[src/rtl/stxfr_pkg.sv]
// shared types and constants of the stx length-prefixed frame receiver
`default_nettype none

package stxfr_pkg;

  // frame layout
  localparam int unsigned IdxW = 17;
  localparam logic [7:0] StartCode = 8'h02;
  localparam logic [IdxW-1:0] FixedLen = 17'd5;
  localparam logic [IdxW-1:0] MaxLenReset = 17'd64;
  localparam logic [IdxW-1:0] IdxLenHigh = 17'd1;
  localparam logic [IdxW-1:0] IdxLenLow = 17'd2;

  // input action codes
  localparam logic ActByte = 1'b0;
  localparam logic ActTimeout = 1'b1;

  typedef enum logic [2:0] {
    VERDICT_PROGRESS  = 3'd0,
    VERDICT_GOOD      = 3'd1,
    VERDICT_CHECK_ERR = 3'd2,
    VERDICT_TOO_LONG  = 3'd3,
    VERDICT_TIMEOUT   = 3'd4
  } verdict_e;

  typedef struct packed {
    logic       action;
    logic [7:0] rx_byte;
  } in_item_t;

  typedef struct packed {
    logic [7:0]      frame_byte;
    logic [IdxW-1:0] byte_index;
    logic            frame_end;
    verdict_e        verdict;
  } result_t;

  // handshake status from the result register to the input register
  typedef struct packed {
    logic space;
  } out_status_t;

endpackage

`default_nettype wire

[src/rtl/stxfr_in_if.sv]
// input channel: received bytes and timeout events
`default_nettype none

interface stxfr_in_if;
  logic       valid;
  logic       ready;
  logic       action;
  logic [7:0] rx_byte;

  modport source (output valid, output action, output rx_byte, input ready);
  modport sink (input valid, input action, input rx_byte, output ready);
endinterface

`default_nettype wire

[src/rtl/stxfr_out_if.sv]
// output channel: echoed frame bytes with index and verdict
`default_nettype none

interface stxfr_out_if;
  logic                        valid;
  logic                        ready;
  logic [7:0]                  frame_byte;
  logic [stxfr_pkg::IdxW-1:0]  byte_index;
  logic                        frame_end;
  logic [2:0]                  verdict;

  modport source (output valid, output frame_byte, output byte_index,
                  output frame_end, output verdict, input ready);
  modport sink (input valid, input frame_byte, input byte_index,
                input frame_end, input verdict, output ready);
endinterface

`default_nettype wire

[src/rtl/stx_length_xor_frame_receiver.sv]
// top level of the stx length-prefixed frame receiver with xor check
//
// rx_i takes one item per transfer: a received byte (action 0) or a receive
// timeout event (action 1). Bytes are dropped while hunting for the start
// code; from the start code on, each frame byte is echoed on res_o with its
// index. Indices 1 and 2 carry a big-endian body length L, the frame is L + 5
// bytes, and the closing byte is checked against the xor of all bytes before
// it. The closing result has frame_end set and a verdict: good, checksum
// error, too long (flagged on the low length byte when L + 5 exceeds
// cfg_wdata_i as last written) or timeout. Timeouts always give one result.
// An item is held in the input register until the result register has room,
// and its result is then held in the result register until res_o takes it.
// One item per cycle is sustained while res_o is ready; the frame counter and
// running xor update as each item leaves the input register.
// A stalled res_o holds its result; the input register still takes one more
// item, then rx_i.ready drops until res_o moves on. Reset clears the frame
// state to hunting, empties both registers, sets max frame length to 64.
// Write it via cfg_we_i only while the block is idle; nothing enforces this.
`default_nettype none

module stx_length_xor_frame_receiver (
  input  wire                          clk_i,
  input  wire                          rst_ni,
  input  wire                          cfg_we_i,
  input  wire [stxfr_pkg::IdxW-1:0]    cfg_wdata_i,
  stxfr_in_if.sink                     rx_i,
  stxfr_out_if.source                  res_o
);

  stxfr_pkg::out_status_t out_status;
  stxfr_pkg::in_item_t    item;
  stxfr_pkg::result_t     result;
  logic                   fire;
  logic                   emit;

  // input register
  stxfr_in_stage u_in_stage (
    .clk_i        (clk_i),
    .rst_ni       (rst_ni),
    .rx_i         (rx_i),
    .out_status_i (out_status),
    .fire_o       (fire),
    .item_o       (item)
  );

  // frame tracking and verdict
  stxfr_deframer u_deframer (
    .clk_i       (clk_i),
    .rst_ni      (rst_ni),
    .cfg_we_i    (cfg_we_i),
    .cfg_wdata_i (cfg_wdata_i),
    .fire_i      (fire),
    .item_i      (item),
    .emit_o      (emit),
    .result_o    (result)
  );

  // result register
  stxfr_out_stage u_out_stage (
    .clk_i        (clk_i),
    .rst_ni       (rst_ni),
    .load_i       (fire & emit),
    .result_i     (result),
    .out_status_o (out_status),
    .res_o        (res_o)
  );

endmodule

`default_nettype wire

[src/rtl/stxfr_in_stage.sv]
// input register: holds one accepted item until the deframer takes it
`default_nettype none

module stxfr_in_stage (
  input  wire                       clk_i,
  input  wire                       rst_ni,
  stxfr_in_if.sink                  rx_i,
  input  stxfr_pkg::out_status_t    out_status_i,
  output logic                      fire_o,
  output stxfr_pkg::in_item_t       item_o
);

  logic                valid_q, valid_d;
  stxfr_pkg::in_item_t item_q;

  // item moves on when the result register has room
  assign fire_o     = valid_q & out_status_i.space;
  assign rx_i.ready = ~valid_q | out_status_i.space;
  assign item_o     = item_q;

  // occupancy
  always_comb begin
    valid_d = valid_q;
    if (rx_i.valid && rx_i.ready) begin
      valid_d = 1'b1;
    end else if (fire_o) begin
      valid_d = 1'b0;
    end
  end

  always_ff @(posedge clk_i or negedge rst_ni) begin
    if (!rst_ni) begin
      valid_q <= 1'b0;
    end else begin
      valid_q <= valid_d;
    end
  end

  // payload capture on each transfer
  always_ff @(posedge clk_i) begin
    if (rx_i.valid && rx_i.ready) begin
      item_q.action  <= rx_i.action;
      item_q.rx_byte <= rx_i.rx_byte;
    end
  end

endmodule

`default_nettype wire

[src/rtl/stxfr_deframer.sv]
// frame state, length register, running xor and verdict logic
`default_nettype none

module stxfr_deframer (
  input  wire                          clk_i,
  input  wire                          rst_ni,
  input  wire                          cfg_we_i,
  input  wire [stxfr_pkg::IdxW-1:0]    cfg_wdata_i,
  input  wire                          fire_i,
  input  stxfr_pkg::in_item_t          item_i,
  output logic                         emit_o,
  output stxfr_pkg::result_t           result_o
);

  logic [stxfr_pkg::IdxW-1:0] max_len_q;
  logic [stxfr_pkg::IdxW-1:0] bytes_q, bytes_d;
  logic [7:0]                 len_high_q, len_high_d;
  logic [15:0]                body_len_q, body_len_d;
  logic [7:0]                 xor_q, xor_d;

  logic [15:0]                len_w;
  logic [stxfr_pkg::IdxW-1:0] total_w;
  logic [stxfr_pkg::IdxW-1:0] idx_next_w;
  logic [7:0]                 b_w;

  assign b_w        = item_i.rx_byte;
  assign len_w      = (bytes_q == stxfr_pkg::IdxLenLow) ? {len_high_q, b_w} : body_len_q;
  assign total_w    = {1'b0, len_w} + stxfr_pkg::FixedLen;
  assign idx_next_w = bytes_q + 17'd1;

  // next state and result for the item in the input register
  always_comb begin
    bytes_d    = bytes_q;
    len_high_d = len_high_q;
    body_len_d = body_len_q;
    xor_d      = xor_q;
    emit_o     = 1'b0;
    result_o.frame_byte = b_w;
    result_o.byte_index = bytes_q;
    result_o.frame_end  = 1'b0;
    result_o.verdict    = stxfr_pkg::VERDICT_PROGRESS;

    if (item_i.action == stxfr_pkg::ActTimeout) begin
      // abort, report and hunt again
      emit_o              = 1'b1;
      result_o.frame_byte = 8'h00;
      result_o.frame_end  = 1'b1;
      result_o.verdict    = stxfr_pkg::VERDICT_TIMEOUT;
      bytes_d    = '0;
      len_high_d = '0;
      body_len_d = '0;
      xor_d      = '0;
    end else if (bytes_q == '0) begin
      // hunting: only the start code opens a frame
      if (b_w == stxfr_pkg::StartCode) begin
        emit_o  = 1'b1;
        xor_d   = b_w;
        bytes_d = 17'd1;
      end
    end else begin
      emit_o = 1'b1;
      if (bytes_q == stxfr_pkg::IdxLenHigh) begin
        len_high_d = b_w;
      end
      if (bytes_q == stxfr_pkg::IdxLenLow) begin
        body_len_d = len_w;
      end

      if (bytes_q == stxfr_pkg::IdxLenLow && total_w > max_len_q) begin
        // length exceeds the configured maximum
        result_o.frame_end = 1'b1;
        result_o.verdict   = stxfr_pkg::VERDICT_TOO_LONG;
        bytes_d    = '0;
        len_high_d = '0;
        body_len_d = '0;
        xor_d      = '0;
      end else if (bytes_q >= stxfr_pkg::IdxLenLow && idx_next_w >= total_w) begin
        // closing byte carries the check
        result_o.frame_end = 1'b1;
        result_o.verdict   = (b_w == xor_q) ? stxfr_pkg::VERDICT_GOOD
                                            : stxfr_pkg::VERDICT_CHECK_ERR;
        bytes_d    = '0;
        len_high_d = '0;
        body_len_d = '0;
        xor_d      = '0;
      end else begin
        xor_d   = xor_q ^ b_w;
        bytes_d = idx_next_w;
      end
    end
  end

  // configuration register
  always_ff @(posedge clk_i or negedge rst_ni) begin
    if (!rst_ni) begin
      max_len_q <= stxfr_pkg::MaxLenReset;
    end else if (cfg_we_i) begin
      max_len_q <= cfg_wdata_i;
    end
  end

  // frame state
  always_ff @(posedge clk_i or negedge rst_ni) begin
    if (!rst_ni) begin
      bytes_q    <= '0;
      len_high_q <= '0;
      body_len_q <= '0;
      xor_q      <= '0;
    end else if (fire_i) begin
      bytes_q    <= bytes_d;
      len_high_q <= len_high_d;
      body_len_q <= body_len_d;
      xor_q      <= xor_d;
    end
  end

endmodule

`default_nettype wire

[src/rtl/stxfr_out_stage.sv]
// result register driving the output channel
`default_nettype none

module stxfr_out_stage (
  input  wire                       clk_i,
  input  wire                       rst_ni,
  input  wire                       load_i,
  input  stxfr_pkg::result_t        result_i,
  output stxfr_pkg::out_status_t    out_status_o,
  stxfr_out_if.source               res_o
);

  logic               valid_q, valid_d;
  stxfr_pkg::result_t data_q;

  assign out_status_o.space = ~valid_q | res_o.ready;

  assign res_o.valid      = valid_q;
  assign res_o.frame_byte = data_q.frame_byte;
  assign res_o.byte_index = data_q.byte_index;
  assign res_o.frame_end  = data_q.frame_end;
  assign res_o.verdict    = data_q.verdict;

  // occupancy: a new result may replace one being transferred
  always_comb begin
    valid_d = valid_q;
    if (load_i) begin
      valid_d = 1'b1;
    end else if (res_o.ready) begin
      valid_d = 1'b0;
    end
  end

  always_ff @(posedge clk_i or negedge rst_ni) begin
    if (!rst_ni) begin
      valid_q <= 1'b0;
    end else begin
      valid_q <= valid_d;
    end
  end

  always_ff @(posedge clk_i) begin
    if (load_i) begin
      data_q <= result_i;
    end
  end

endmodule

`default_nettype wire
[src/flat_wrapper.sv]
// flat-port wrapper written by rule: the top's interface ports become plain ports
module stx_length_xor_frame_receiver_flat 
  (clk_i, rst_ni, cfg_we_i, cfg_wdata_i, rx_i_valid, rx_i_action, rx_i_rx_byte, rx_i_ready, res_o_valid, res_o_frame_byte, res_o_byte_index, res_o_frame_end, res_o_verdict, res_o_ready);
  stxfr_in_if rx_i_i ();
  stxfr_out_if res_o_i ();
  input  wire clk_i;
  input  wire rst_ni;
  input  wire cfg_we_i;
  input  wire [stxfr_pkg::IdxW-1:0] cfg_wdata_i;
  input wire logic [$bits(rx_i_i.valid)-1:0] rx_i_valid;
  input wire logic [$bits(rx_i_i.action)-1:0] rx_i_action;
  input wire logic [$bits(rx_i_i.rx_byte)-1:0] rx_i_rx_byte;
  output wire logic [$bits(rx_i_i.ready)-1:0] rx_i_ready;
  output wire logic [$bits(res_o_i.valid)-1:0] res_o_valid;
  output wire logic [$bits(res_o_i.frame_byte)-1:0] res_o_frame_byte;
  output wire logic [$bits(res_o_i.byte_index)-1:0] res_o_byte_index;
  output wire logic [$bits(res_o_i.frame_end)-1:0] res_o_frame_end;
  output wire logic [$bits(res_o_i.verdict)-1:0] res_o_verdict;
  input wire logic [$bits(res_o_i.ready)-1:0] res_o_ready;
  assign rx_i_i.valid = rx_i_valid;
  assign rx_i_i.action = rx_i_action;
  assign rx_i_i.rx_byte = rx_i_rx_byte;
  assign rx_i_ready = rx_i_i.ready;
  assign res_o_valid = res_o_i.valid;
  assign res_o_frame_byte = res_o_i.frame_byte;
  assign res_o_byte_index = res_o_i.byte_index;
  assign res_o_frame_end = res_o_i.frame_end;
  assign res_o_verdict = res_o_i.verdict;
  assign res_o_i.ready = res_o_ready;
  stx_length_xor_frame_receiver u_core (.clk_i(clk_i), .rst_ni(rst_ni), .cfg_we_i(cfg_we_i), .cfg_wdata_i(cfg_wdata_i), .rx_i(rx_i_i), .res_o(res_o_i));
endmodule
[config.mk]
export PLATFORM = sky130hd
export DESIGN_NAME = stx_length_xor_frame_receiver_flat
export DESIGN_NICKNAME = d
export VERILOG_FILES = /design/src/rtl/stxfr_pkg.sv /design/src/rtl/stxfr_in_if.sv /design/src/rtl/stxfr_out_if.sv /design/src/rtl/stx_length_xor_frame_receiver.sv /design/src/rtl/stxfr_in_stage.sv /design/src/rtl/stxfr_deframer.sv /design/src/rtl/stxfr_out_stage.sv /design/src/flat_wrapper.sv
export SDC_FILE = /design/constraint.sdc
export NUM_CORES = 1
export LEC_CHECK = 0
export ABC_AREA = 0
export BUFFER_PORTS_ARGS = -buffer_cell sky130_fd_sc_hd__buf_2
export CORE_MARGIN = 2
export CORE_UTILIZATION = 35
export CTS_CLUSTER_DIAMETER = 40
export DETAILED_ROUTE_END_ITERATION = 8
export SLEW_MARGIN = 10
export SYNTH_ARGS = -nofsm -noshare
export SYNTH_HDL_FRONTEND = slang
export SYNTH_SLANG_ARGS = --single-unit
[constraint.sdc]
create_clock -name clk_i -period 12.8 [get_ports clk_i]
set_clock_uncertainty 0.05 [all_clocks]
set_input_delay 0.64 -clock clk_i [delete_from_list [all_inputs] [get_ports clk_i]]
set_output_delay 0.64 -clock clk_i [all_outputs]
set_load 0.03 [all_outputs]
## Word level (Yosys, flattened, before mapping)

Index checks and enable logic that the tools add are counted.

- Muxes and demuxes: 32
- Equal/unequal tests: 6
- Add/subtract/negate cells: 2
- Order comparisons: 3
- Bitwise logic cells: 7
- Reductions and logical operators: 12

Operators with widths:

| cell | count |
|---|---|
| $mux 16 | 6 |
| $mux 17 | 5 |
| $mux 8 | 10 |
| $add 16x3->17 const B | 1 |
| $add 17x1->17 const B | 1 |
| $eq 17x1->1 const B | 1 |
| $eq 17x2->1 const B | 1 |
| $ge 17x17->1 | 1 |
| $ge 17x2->1 const B | 1 |
| $gt 17x17->1 | 1 |
| $logic_not 17->1 | 1 |
| $mux 4 | 3 |
| $eq 8x2->1 const B | 1 |
| $eq 8x8->1 | 1 |
| $reduce_bool 4->1 | 2 |
| $xor 8x8->8 | 1 |
| $mux 1 | 7 |
| $reduce_and 3->1 | 2 |
| $reduce_bool 2->1 | 2 |
| $logic_and 1x1->1 | 3 |
| $ne 3x1->1 const B | 1 |
| $and 1x1->1 | 2 |
| $mux 2 | 1 |
| $ne 2x1->1 const B | 1 |
| other kinds (4) | 6 |

- Output and inout bits: 31
- Bits of input ports: 31
- Register bits after elaboration: 106

## Depth between registers and ports, before layout

Gate-level depths: netlist of run 1.

- Depth in word-level cells: 9
- Gate-level depth with buffers: 23

## Modules after synthesis

From an unflattened synthesis of run 1, not the netlist that was laid out.

- Cell total of the unflattened synthesis: 606
- Area total of the unflattened synthesis: 6067.1 um^2

By module, submodules not included:

| module | area an instance (um^2) | seq. area each (um^2) | cells each | instances |
|---|---|---|---|---|
| stxfr_deframer | 4812.1 | 1652.8 | 559 | 1 |
| stxfr_out_stage | 918.4 | 895.9 | 32 | 1 |
| stxfr_in_stage | 330.3 | 295.3 | 14 | 1 |
| stx_length_xor_frame_receiver | 6.3 | 0.0 | 1 | 1 |

## Worst setup path after synthesis of run 1

No wires, ideal clock.

- Path type: flip-flop to flip-flop
- From: reg u_core.u_deframer.bytes_q[0] (netlist bit)
- To: reg u_core.u_deframer.bytes_q[5] (netlist bit)
- Slack: 7796 ps
- Path buffers: 4
- Required time: 12676 ps
- Cell stages (with the launch flop): 24
- Data arrival time: 4880 ps
- Clock period less this slack: 5004 ps
- Cell sequence: dfrtp_1 inv_1 ha_1 nor4b_2 nand4_2 buf_6 buf_1 mux2i_1 inv_1 ha_1 o21a_4 nand3_1 xor2_1 mux2_2 ha_1 a21oi_1 o21ai_0 a221oi_1 a21boi_4 or3_1 buf_6 buf_8 o21a_1 o21ai_2

- Longest elaborated chain between the ends: 9
- Elaborated cells between the ends (all ways): 16
- Classes of those cells: add/sub (2); order compare (3); eq/ne (2); mux (5); reduce/logical (4)

RTL lines:

| element | RTL line | RTL |
|---|---|---|
| from (decl) | stxfr_deframer.sv:16 | `logic [stxfr_pkg::IdxW-1:0] bytes_q, bytes_d;` |
| from (signal assigned) | stxfr_deframer.sv:110 | `bytes_q <= bytes_d;` |
| $eq 17x2->1 | stxfr_deframer.sv:27, stxfr_deframer.sv:69 |  |
| $mux 16 | stxfr_deframer.sv:27 | `assign len_w = (bytes_q == stxfr_pkg::IdxLenLow) ? {len_high_q, b_w} : body_len_q;` |
| $add 16x3->17 | stxfr_deframer.sv:28 | `assign total_w = {1'b0, len_w} + stxfr_pkg::FixedLen;` |
| $ge 17x17->1 | stxfr_deframer.sv:77 | `end else if (bytes_q >= stxfr_pkg::IdxLenLow && idx_next_w >= total_w) begin` |
| $logic_and 1x1->1 | stxfr_deframer.sv:77 |  |
| $mux 17 | stxfr_deframer.sv:77 |  |
| $mux 17 | stxfr_deframer.sv:69 | `if (bytes_q == stxfr_pkg::IdxLenLow && total_w > max_len_q) begin` |
| $mux 17 | stxfr_deframer.sv:53 | `end else if (bytes_q == '0) begin` |
| $mux 17 | stxfr_deframer.sv:43 | `if (item_i.action == stxfr_pkg::ActTimeout) begin` |

Parallel ways exist; a longest one is shown, timed or not.
A chain may end at the register's enable or synchronous reset.

## Final worst setup path of run 1

- From: reg u_core.u_deframer.bytes_q[0] (netlist bit)
- To: reg u_core.u_deframer.len_high_q[5]

- Longest elaborated chain between the ends: 9
- Elaborated cells between the ends (all ways): 18
- Classes of those cells: add/sub (2); order compare (3); eq/ne (3); mux (5); reduce/logical (5)

RTL lines:

| element | RTL line | RTL |
|---|---|---|
| $eq 17x2->1 | stxfr_deframer.sv:27, stxfr_deframer.sv:69 |  |
| $mux 16 | stxfr_deframer.sv:27 |  |
| $add 16x3->17 | stxfr_deframer.sv:28 |  |
| $ge 17x17->1 | stxfr_deframer.sv:77 |  |
| $logic_and 1x1->1 | stxfr_deframer.sv:77 |  |
| $mux 8 | stxfr_deframer.sv:77 |  |
| $mux 8 | stxfr_deframer.sv:69 |  |
| $mux 8 | stxfr_deframer.sv:53 |  |
| $mux 8 | stxfr_deframer.sv:43 |  |
| to (signal assigned) | stxfr_deframer.sv:111 | `len_high_q <= len_high_d;` |
| to (decl) | stxfr_deframer.sv:17 | `logic [7:0] len_high_q, len_high_d;` |

Parallel ways exist; a longest one is shown, timed or not. The select of a mux whose other input is x is not followed.

==> flow_metrics.env, run 1 <==
export IMPL_status="finished clean"
export IMPL_coreArea_mm2=0.0171
export IMPL_start_util=0.355
export IMPL_p_comb_frac=0.184
export IMPL_postCtsSetupRepairBufs=0
export IMPL_grt_start_max_net_pins=69
export IMPL_power_switching_uw=265
export IMPL_ys_ff_latch=106
export IMPL_cts_tree="built"
export IMPL_globalplace_congestion=0.894
export IMPL_cts_root_buffer="clkbuf_16"
export IMPL_wl_um=13900
export IMPL_place_ws_ns=6.39
export IMPL_critical_path_required_ns=13.04
export IMPL_clkPwrFrac=0.335
export IMPL_crit_type="reg2reg"
export IMPL_drtIter0Drc=362
export IMPL_crit_fanout=23
export IMPL_crit_path_start="u_core.u_deframer.bytes_q[0]$_DFFE_PN0P_"
export IMPL_tns_ns=0
export IMPL_syn_cell_area_mm2=0.00608
export IMPL_numCtsBuffers=9
export IMPL_finalCriticalPeriod_ns=6.56
export IMPL_power_leakage_nw=3.06
export IMPL_crit_end="u_core.u_deframer.len_high_q[5]$_DFFE_PN0P_"
export IMPL_nets=682
export IMPL_p_seq_frac=0.481
export IMPL_grt_pass1_vias=4325
export IMPL_setup_viol=0
export IMPL_drv_cap=0
export IMPL_dp_cells=826
export IMPL_synth_top_flop_cell="dfrtp_1"
export IMPL_grt_setup_unrepaired="false"
export IMPL_drv_slew=0
export IMPL_cts_sinks=106
export IMPL_synth_fp_nets=635
export IMPL_layout_common_cells="dfrtp_1, buf_2, nand2_1, o21ai_0, ha_1"
export IMPL_cts_resized=0
export IMPL_die_width_um=136
export IMPL_avgSynthCellArea_um2=10.8
export IMPL_max_slew_margin=0.144
export IMPL_wl_per_cell_um=16.5
export IMPL_r2r_end="u_core.u_deframer.len_high_q[5]$_DFFE_PN0P_"
export IMPL_ant_nets=0
export IMPL_maxUsedRoutingLayer="met4"
export IMPL_drive_gt1_frac=0.180
export IMPL_ff_latch_area_mm2=0.00284
export IMPL_portBuffers=61
export IMPL_arrival_ns=6.80
export IMPL_synth_edf_count=38
export IMPL_antenna_cells=0
export IMPL_drt_pass1_iterations=5
export IMPL_period_share=0.513
export IMPL_wl_met1_um=6430
export IMPL_power_uw=860
export IMPL_tightest_slew_ns=1.28
export IMPL_hold_violations=0
export IMPL_path_clk_slew_ns=0.08
export IMPL_area_growth_pct=12.5
export IMPL_multiInputGateArea_mm2=0.00297
export IMPL_synth_cells=565
export IMPL_clk_latency_ns=0.36
export IMPL_synth_warnings=0
export IMPL_overflow=0
export IMPL_synth_distinct_cells=65
export IMPL_final_common_cell="dfrtp_1"
export IMPL_fin_cells=842
export IMPL_h_tree_depth=3
export IMPL_dpl_hpwl_um=10300
export IMPL_holdWs_ns=0.403
export IMPL_routed_via_density=5.17
export IMPL_via_count=4357
export IMPL_track_usage=0.157
export IMPL_row_count=48
export IMPL_fillers=1641
export IMPL_swShare=0.308
export IMPL_power_internal_uw=595
export IMPL_die_y_um=136
export IMPL_ff2ff_path_depth=19
export IMPL_startpoint_type="flop"
export IMPL_clk_path_buf_depth=2
export IMPL_ys_seq_area_frac=0.468
export IMPL_dieArea_mm2=0.0184
export IMPL_vdd_ir_drop_max_uv=61.7
export IMPL_reg2reg_from="u_core.u_deframer.bytes_q[0]$_DFFE_PN0P_"
export IMPL_max_clock_freq_mhz=152
export IMPL_route_met2_wl_um=6500
export IMPL_r2r_setup_slack_ns=6.24
export IMPL_hp_class="in2reg"
export IMPL_grt_pass1_wl_um=22500
export IMPL_layout_setup_ws_ns=6.24
export IMPL_end_kind="flop"
export IMPL_synthArstFlopShare=0.642
export IMPL_powerDensity_mw_per_mm2=126
export IMPL_postCtsHoldBufs=0
export IMPL_drc=0
export IMPL_met3_length_um=615
export IMPL_antenna_found_initial=0
export IMPL_num_io_pins=62
sequential cells by signal (all words and copies together), names as in the netlist, 8 cells and up:
name	flops
u_core.u_deframer.max_len_q	17
u_core.u_deframer.xor_q	8
u_core.u_out_stage.res_o.frame_byte	8
u_core.u_deframer.len_high_q	8
u_core.u_deframer.body_len_q	16
u_core.u_deframer.bytes_q	17
u_core.u_out_stage.res_o.byte_index	17
u_core.u_in_stage.item_o	9
worst min-delay path by stage:
stage	from	to	slack (ns)	cells after the start
after CTS	rx_i_rx_byte[2]	u_core.u_in_stage.item_o[2]$_DFFE_PP_	0.39	1
after floorplan	rst_ni	u_core.u_deframer.body_len_q[0]$_DFFE_PN0P_	0.29	0
final	rx_i_rx_byte[3]	u_core.u_in_stage.item_o[3]$_DFFE_PP_	0.40	1
after global placement	u_core.u_deframer.body_len_q[15]$_DFFE_PN0P_	u_core.u_deframer.body_len_q[15]$_DFFE_PN0P_	0.44	1
after global routing	rx_i_rx_byte[2]	u_core.u_in_stage.item_o[2]$_DFFE_PP_	0.39	1
after detailed placement	u_core.u_deframer.body_len_q[15]$_DFFE_PN0P_	u_core.u_deframer.body_len_q[15]$_DFFE_PN0P_	0.44	1
power by group through the flow:
stage | sequential (mW) | combinational [mW] | clock [mW]
2_1_floorplan | 0.437 | 0.0912 | 0
3_3_place_gp | 0.420 | 0.154 | 0
3_5_place_dp | 0.421 | 0.158 | 0
4_1_cts | 0.414 | 0.159 | 0.294
5_1_grt | 0.418 | 0.175 | 0.307
6_report | 0.414 | 0.158 | 0.288
metal layers:
| layer | vias to the layer above | track usage |
|---|---|---|
| met5 | - | 0 |
| met4 | 0 | 0.0810 |
| met3 | 21 | 0.0276 |
| met2 | 116 | 0.244 |
| met1 | 2086 | 0.211 |
| li1 | 2134 | - |
stage by stage:
step | cell area [um^2] | utilization
CTS | 6840 | 0.400
floorplan | 6080 | -
global route | 6840 | 0.400
finish | 6840 | 0.400
detailed placement | 6530 | 0.381
global placement | 6530 | 0.381
critical path, stage by stage, from the launching register on:
cell and delay, ns:
dfrtp_1 0.47, inv_1 0.13, ha_1 0.19, nor4b_2 0.23, nand4_2 0.72, mux2i_1 0.33, inv_1 0.12, ha_1 0.27
o21a_4 0.20, nand2_2 0.06, or3b_4 0.41, xnor2_1 0.23, ha_1 0.30, a21oi_1 0.15, o21ai_0 0.11, a221oi_1 0.72
a21boi_4 0.13, nor3_2 1.05, and2_1 0.43, a22o_1 0.19
synth_stat cells (4+ instances only):
cell	count	area, um^2
nand4_1	9	56.3
o21ai_0	42	210
a22o_1	33	289
buf_2	5	25.0
buf_6	5	56.3
a21o_1	8	60.1
nor2b_1	13	81.3
nor2_1	20	75.1
edfxtp_1	38	1140
nand2_1	54	203
xnor2_1	20	175
mux2i_1	16	160
a211oi_1	4	30.0
nor4_2	4	50.1
xor2_1	26	228
a21oi_1	13	65.1
nor3_1	5	25.0
nor4_1	6	37.5
inv_1	32	120
and2_1	7	43.8
dfrtp_1	67	1680
mux2_2	6	67.6
ha_1	39	488
clkbuf_1	15	56.3
nand3_1	20	100
nand2b_1	5	31.3
final cells by class:
class                   instances  share of cell area
multi-input cells             400               0.433
flip-flops and latches        106               0.416
inverters                      32              0.0176
well taps                     225              0.0411
clock buffers                   9              0.0329
clock inverters                 7              0.0126
repair buffers                 63              0.0468
cells by family after synthesis:
kind of cell,count (synthesis),synth area share
AO/OA/AOI/OAI,123,0.144
XOR/XNOR,46,0.0662
adder cells (fa/ha/maj),39,0.0802
buffers and inverters,59,0.0455
flip-flops,106,0.468
multiplexers,23,0.0397
AND/OR/NAND/NOR,169,0.157
Note: power is estimated with default switching activity, not from simulation.
==> inputs of run 2 (changes only) <==
==> constraint.sdc (replaced) <==
create_clock -name clk_i -period 5.61 [get_ports clk_i]
set_clock_uncertainty 0.05 [all_clocks]
set_input_delay 0.2805 -clock clk_i [delete_from_list [all_inputs] [get_ports clk_i]]
set_output_delay 0.2805 -clock clk_i [all_outputs]
set_load 0.03 [all_outputs]
==> run 2 against run 1 <==
Routed wire length down 0.59%. Total power up 130%. Worst setup slack worse by 5.9 ns.
==> flow_metrics.env, run 2 (synthesis results as in run 1) <==
export IMPL_status="finished clean"
export IMPL_hp_class="in2reg"
export IMPL_final_common_cell="dfrtp_1"
export IMPL_period_share=0.936
export IMPL_finalCriticalPeriod_ns=5.25
export IMPL_powerDensity_mw_per_mm2=282
export IMPL_drive_gt1_frac=0.191
export IMPL_grt_setup_unrepaired="false"
export IMPL_track_usage=0.155
export IMPL_cts_root_buffer="clkbuf_16"
export IMPL_critical_path_required_ns=5.86
export IMPL_multiInputGateArea_mm2=0.00296
export IMPL_dieArea_mm2=0.0184
export IMPL_wl_um=13800
export IMPL_via_count=4462
export IMPL_row_count=48
export IMPL_antenna_cells=0
export IMPL_drv_slew=0
export IMPL_die_width_um=136
export IMPL_power_leakage_nw=3.10
export IMPL_crit_type="reg2reg"
export IMPL_start_util=0.355
export IMPL_globalplace_congestion=0.900
export IMPL_wl_per_cell_um=16.2
export IMPL_drc=0
export IMPL_overflow=0
export IMPL_grt_pass1_vias=4307
export IMPL_holdWs_ns=0.0389
export IMPL_fin_area_mm2=0.00690
export IMPL_startpoint_type="flop"
export IMPL_numCtsBuffers=9
export IMPL_nets=692
export IMPL_cp_slowest_stage_delay_ns=0.56
export IMPL_dpl_cell_area_mm2=0.00660
export IMPL_drv_cap=0
export IMPL_portBuffers=61
export IMPL_num_io_pins=62
export IMPL_tightest_slew_ns=0.897
export IMPL_coreArea_mm2=0.0171
export IMPL_slowest_stage="or3_1"
export IMPL_power_mw=1.95
export IMPL_max_slew_margin=0.402
export IMPL_routed_via_density=5.24
export IMPL_vdd_ir_drop_max_uv=146
export IMPL_max_clock_freq_mhz=190
export IMPL_die_y_um=136
export IMPL_postCtsSetupRepairBufs=0
export IMPL_dpl_hpwl_um=10200
export IMPL_grt_pass1_wl_um=22200
export IMPL_end_kind="flop"
export IMPL_ff_latch_area_mm2=0.00284
export IMPL_path_clk_slew_ns=0.07
export IMPL_h_tree_depth=3
export IMPL_cts_sinks=106
export IMPL_fillers=1640
export IMPL_arrival_ns=5.51
export IMPL_drt_pass1_iterations=4
export IMPL_area_growth_pct=13.5
export IMPL_tns_ns=0
export IMPL_cts_resized=0
export IMPL_crit_fanout=12
export IMPL_setup_viol=0
export IMPL_hold_violations=0
export IMPL_antenna_found_initial=0
export IMPL_ant_nets=0
export IMPL_clk_path_buf_depth=2
export IMPL_cts_tree="built"
export IMPL_path_cells="nor4_2, and4_4, and2_1, nand2_1, nand2_1, ha_1, o21a_4, nand2_2, or3b_4, xor2_1, ha_1, a21oi_1, o21ai_0, a221oi_1, o32ai_2, or3_1, buf_4, o21ai_0, a22o_1"
export IMPL_grt_start_max_net_pins=69
export IMPL_layout_common_cells="dfrtp_1, buf_2, nand2_1, o21ai_0, ha_1"
export IMPL_postCtsHoldBufs=0
export IMPL_clk_latency_ns=0.36
export IMPL_drtIter0Drc=339
-- run 2: cell types whose count changed in the layout (fill, tap and decap cells not counted) --
| cell | change |
|---|---|
| buf_4 | +10 |
| clkbuf_16 | +1 |
| clkinvlp_4 | +1 |
| inv_8 | +1 |
| clkinv_8 | -1 |
| o21ai_1 | +1 |
| inv_6 | -1 |
| bufinv_16 | -1 |
| clkinv_4 | -1 |
| o21ai_2 | -1 |
| clkbuf_4 | +1 |
-- run 2: layout make-up --
cell class	count	area share
clock buffers	11	0.0373
multi-input cells	400	0.429
well taps	225	0.0408
inverters	32	0.0174
repair buffers	73	0.0573
clock inverters	5	0.00598
flip-flops and latches	106	0.412
-- run 2: worst max-delay path: cells and delay by family (launching register included) --
family	cells	cell delay, ns
compound gates	7	1.41
xor+xnor	1	0.17
fa+ha+maj	2	0.59
buf+inv	1	0.26
flops	1	0.47
simple gates	8	2.26
-- run 2: metrics by stage --
| step | utilization | std cells | worst slack [ns] |
|---|---|---|---|
| after global routing | 0.403 | 852 | 0.0863 |
| after global placement | 0.386 | 836 | 0.480 |
| after CTS | 0.403 | 852 | 0.338 |
| after detailed placement | 0.386 | 836 | 0.398 |
| final | 0.403 | 852 | 0.357 |
| after floorplan | - | 565 | 0.606 |
-- run 2: where the power goes --
group / total [mW] / leakage (nW) / switching (mW) / internal (mW)
combinational: 0.375 / 1.68 / 0.247 / 0.129
sequential: 0.939 / 1.27 / 0.0546 / 0.884
clock: 0.633 / 0.147 / 0.294 / 0.339
-- run 2: path summary, 6_finish.rpt --
path / startpoint / slack [ns] / cells past startpoint / to
worst max-delay path: u_core.u_deframer.bytes_q[8]$_DFFE_PN0P_ / 0.36 / 19 / u_core.u_deframer.xor_q[6]$_DFFE_PN0P_
min in group asynchronous: rst_ni / 0.06 / 2 / u_core.u_deframer.max_len_q[13]$_DFFE_PN0P_
max in group asynchronous: rst_ni / 4.85 / 2 / u_core.u_deframer.bytes_q[7]$_DFFE_PN0P_
worst max register to register: u_core.u_deframer.bytes_q[8]$_DFFE_PN0P_ / 0.36 / 19 / u_core.u_deframer.xor_q[6]$_DFFE_PN0P_
worst min-delay path: rx_i_rx_byte[7] / 0.04 / 1 / u_core.u_in_stage.item_o[7]$_DFFE_PP_
worst min register to register: u_core.u_deframer.bytes_q[15]$_DFFE_PN0P_ / 0.45 / 0 / u_core.u_out_stage.res_o.byte_index[15]$_DFFE_PP_
-- run 2: layer usage --
metal	wire [um]	GRT usage	vias up
li1	-	-	2147
met1	6330	0.203	2188
met2	6580	0.251	106
met3	582	0.0362	21
met4	328	0.0590	0
met5	0	0	-
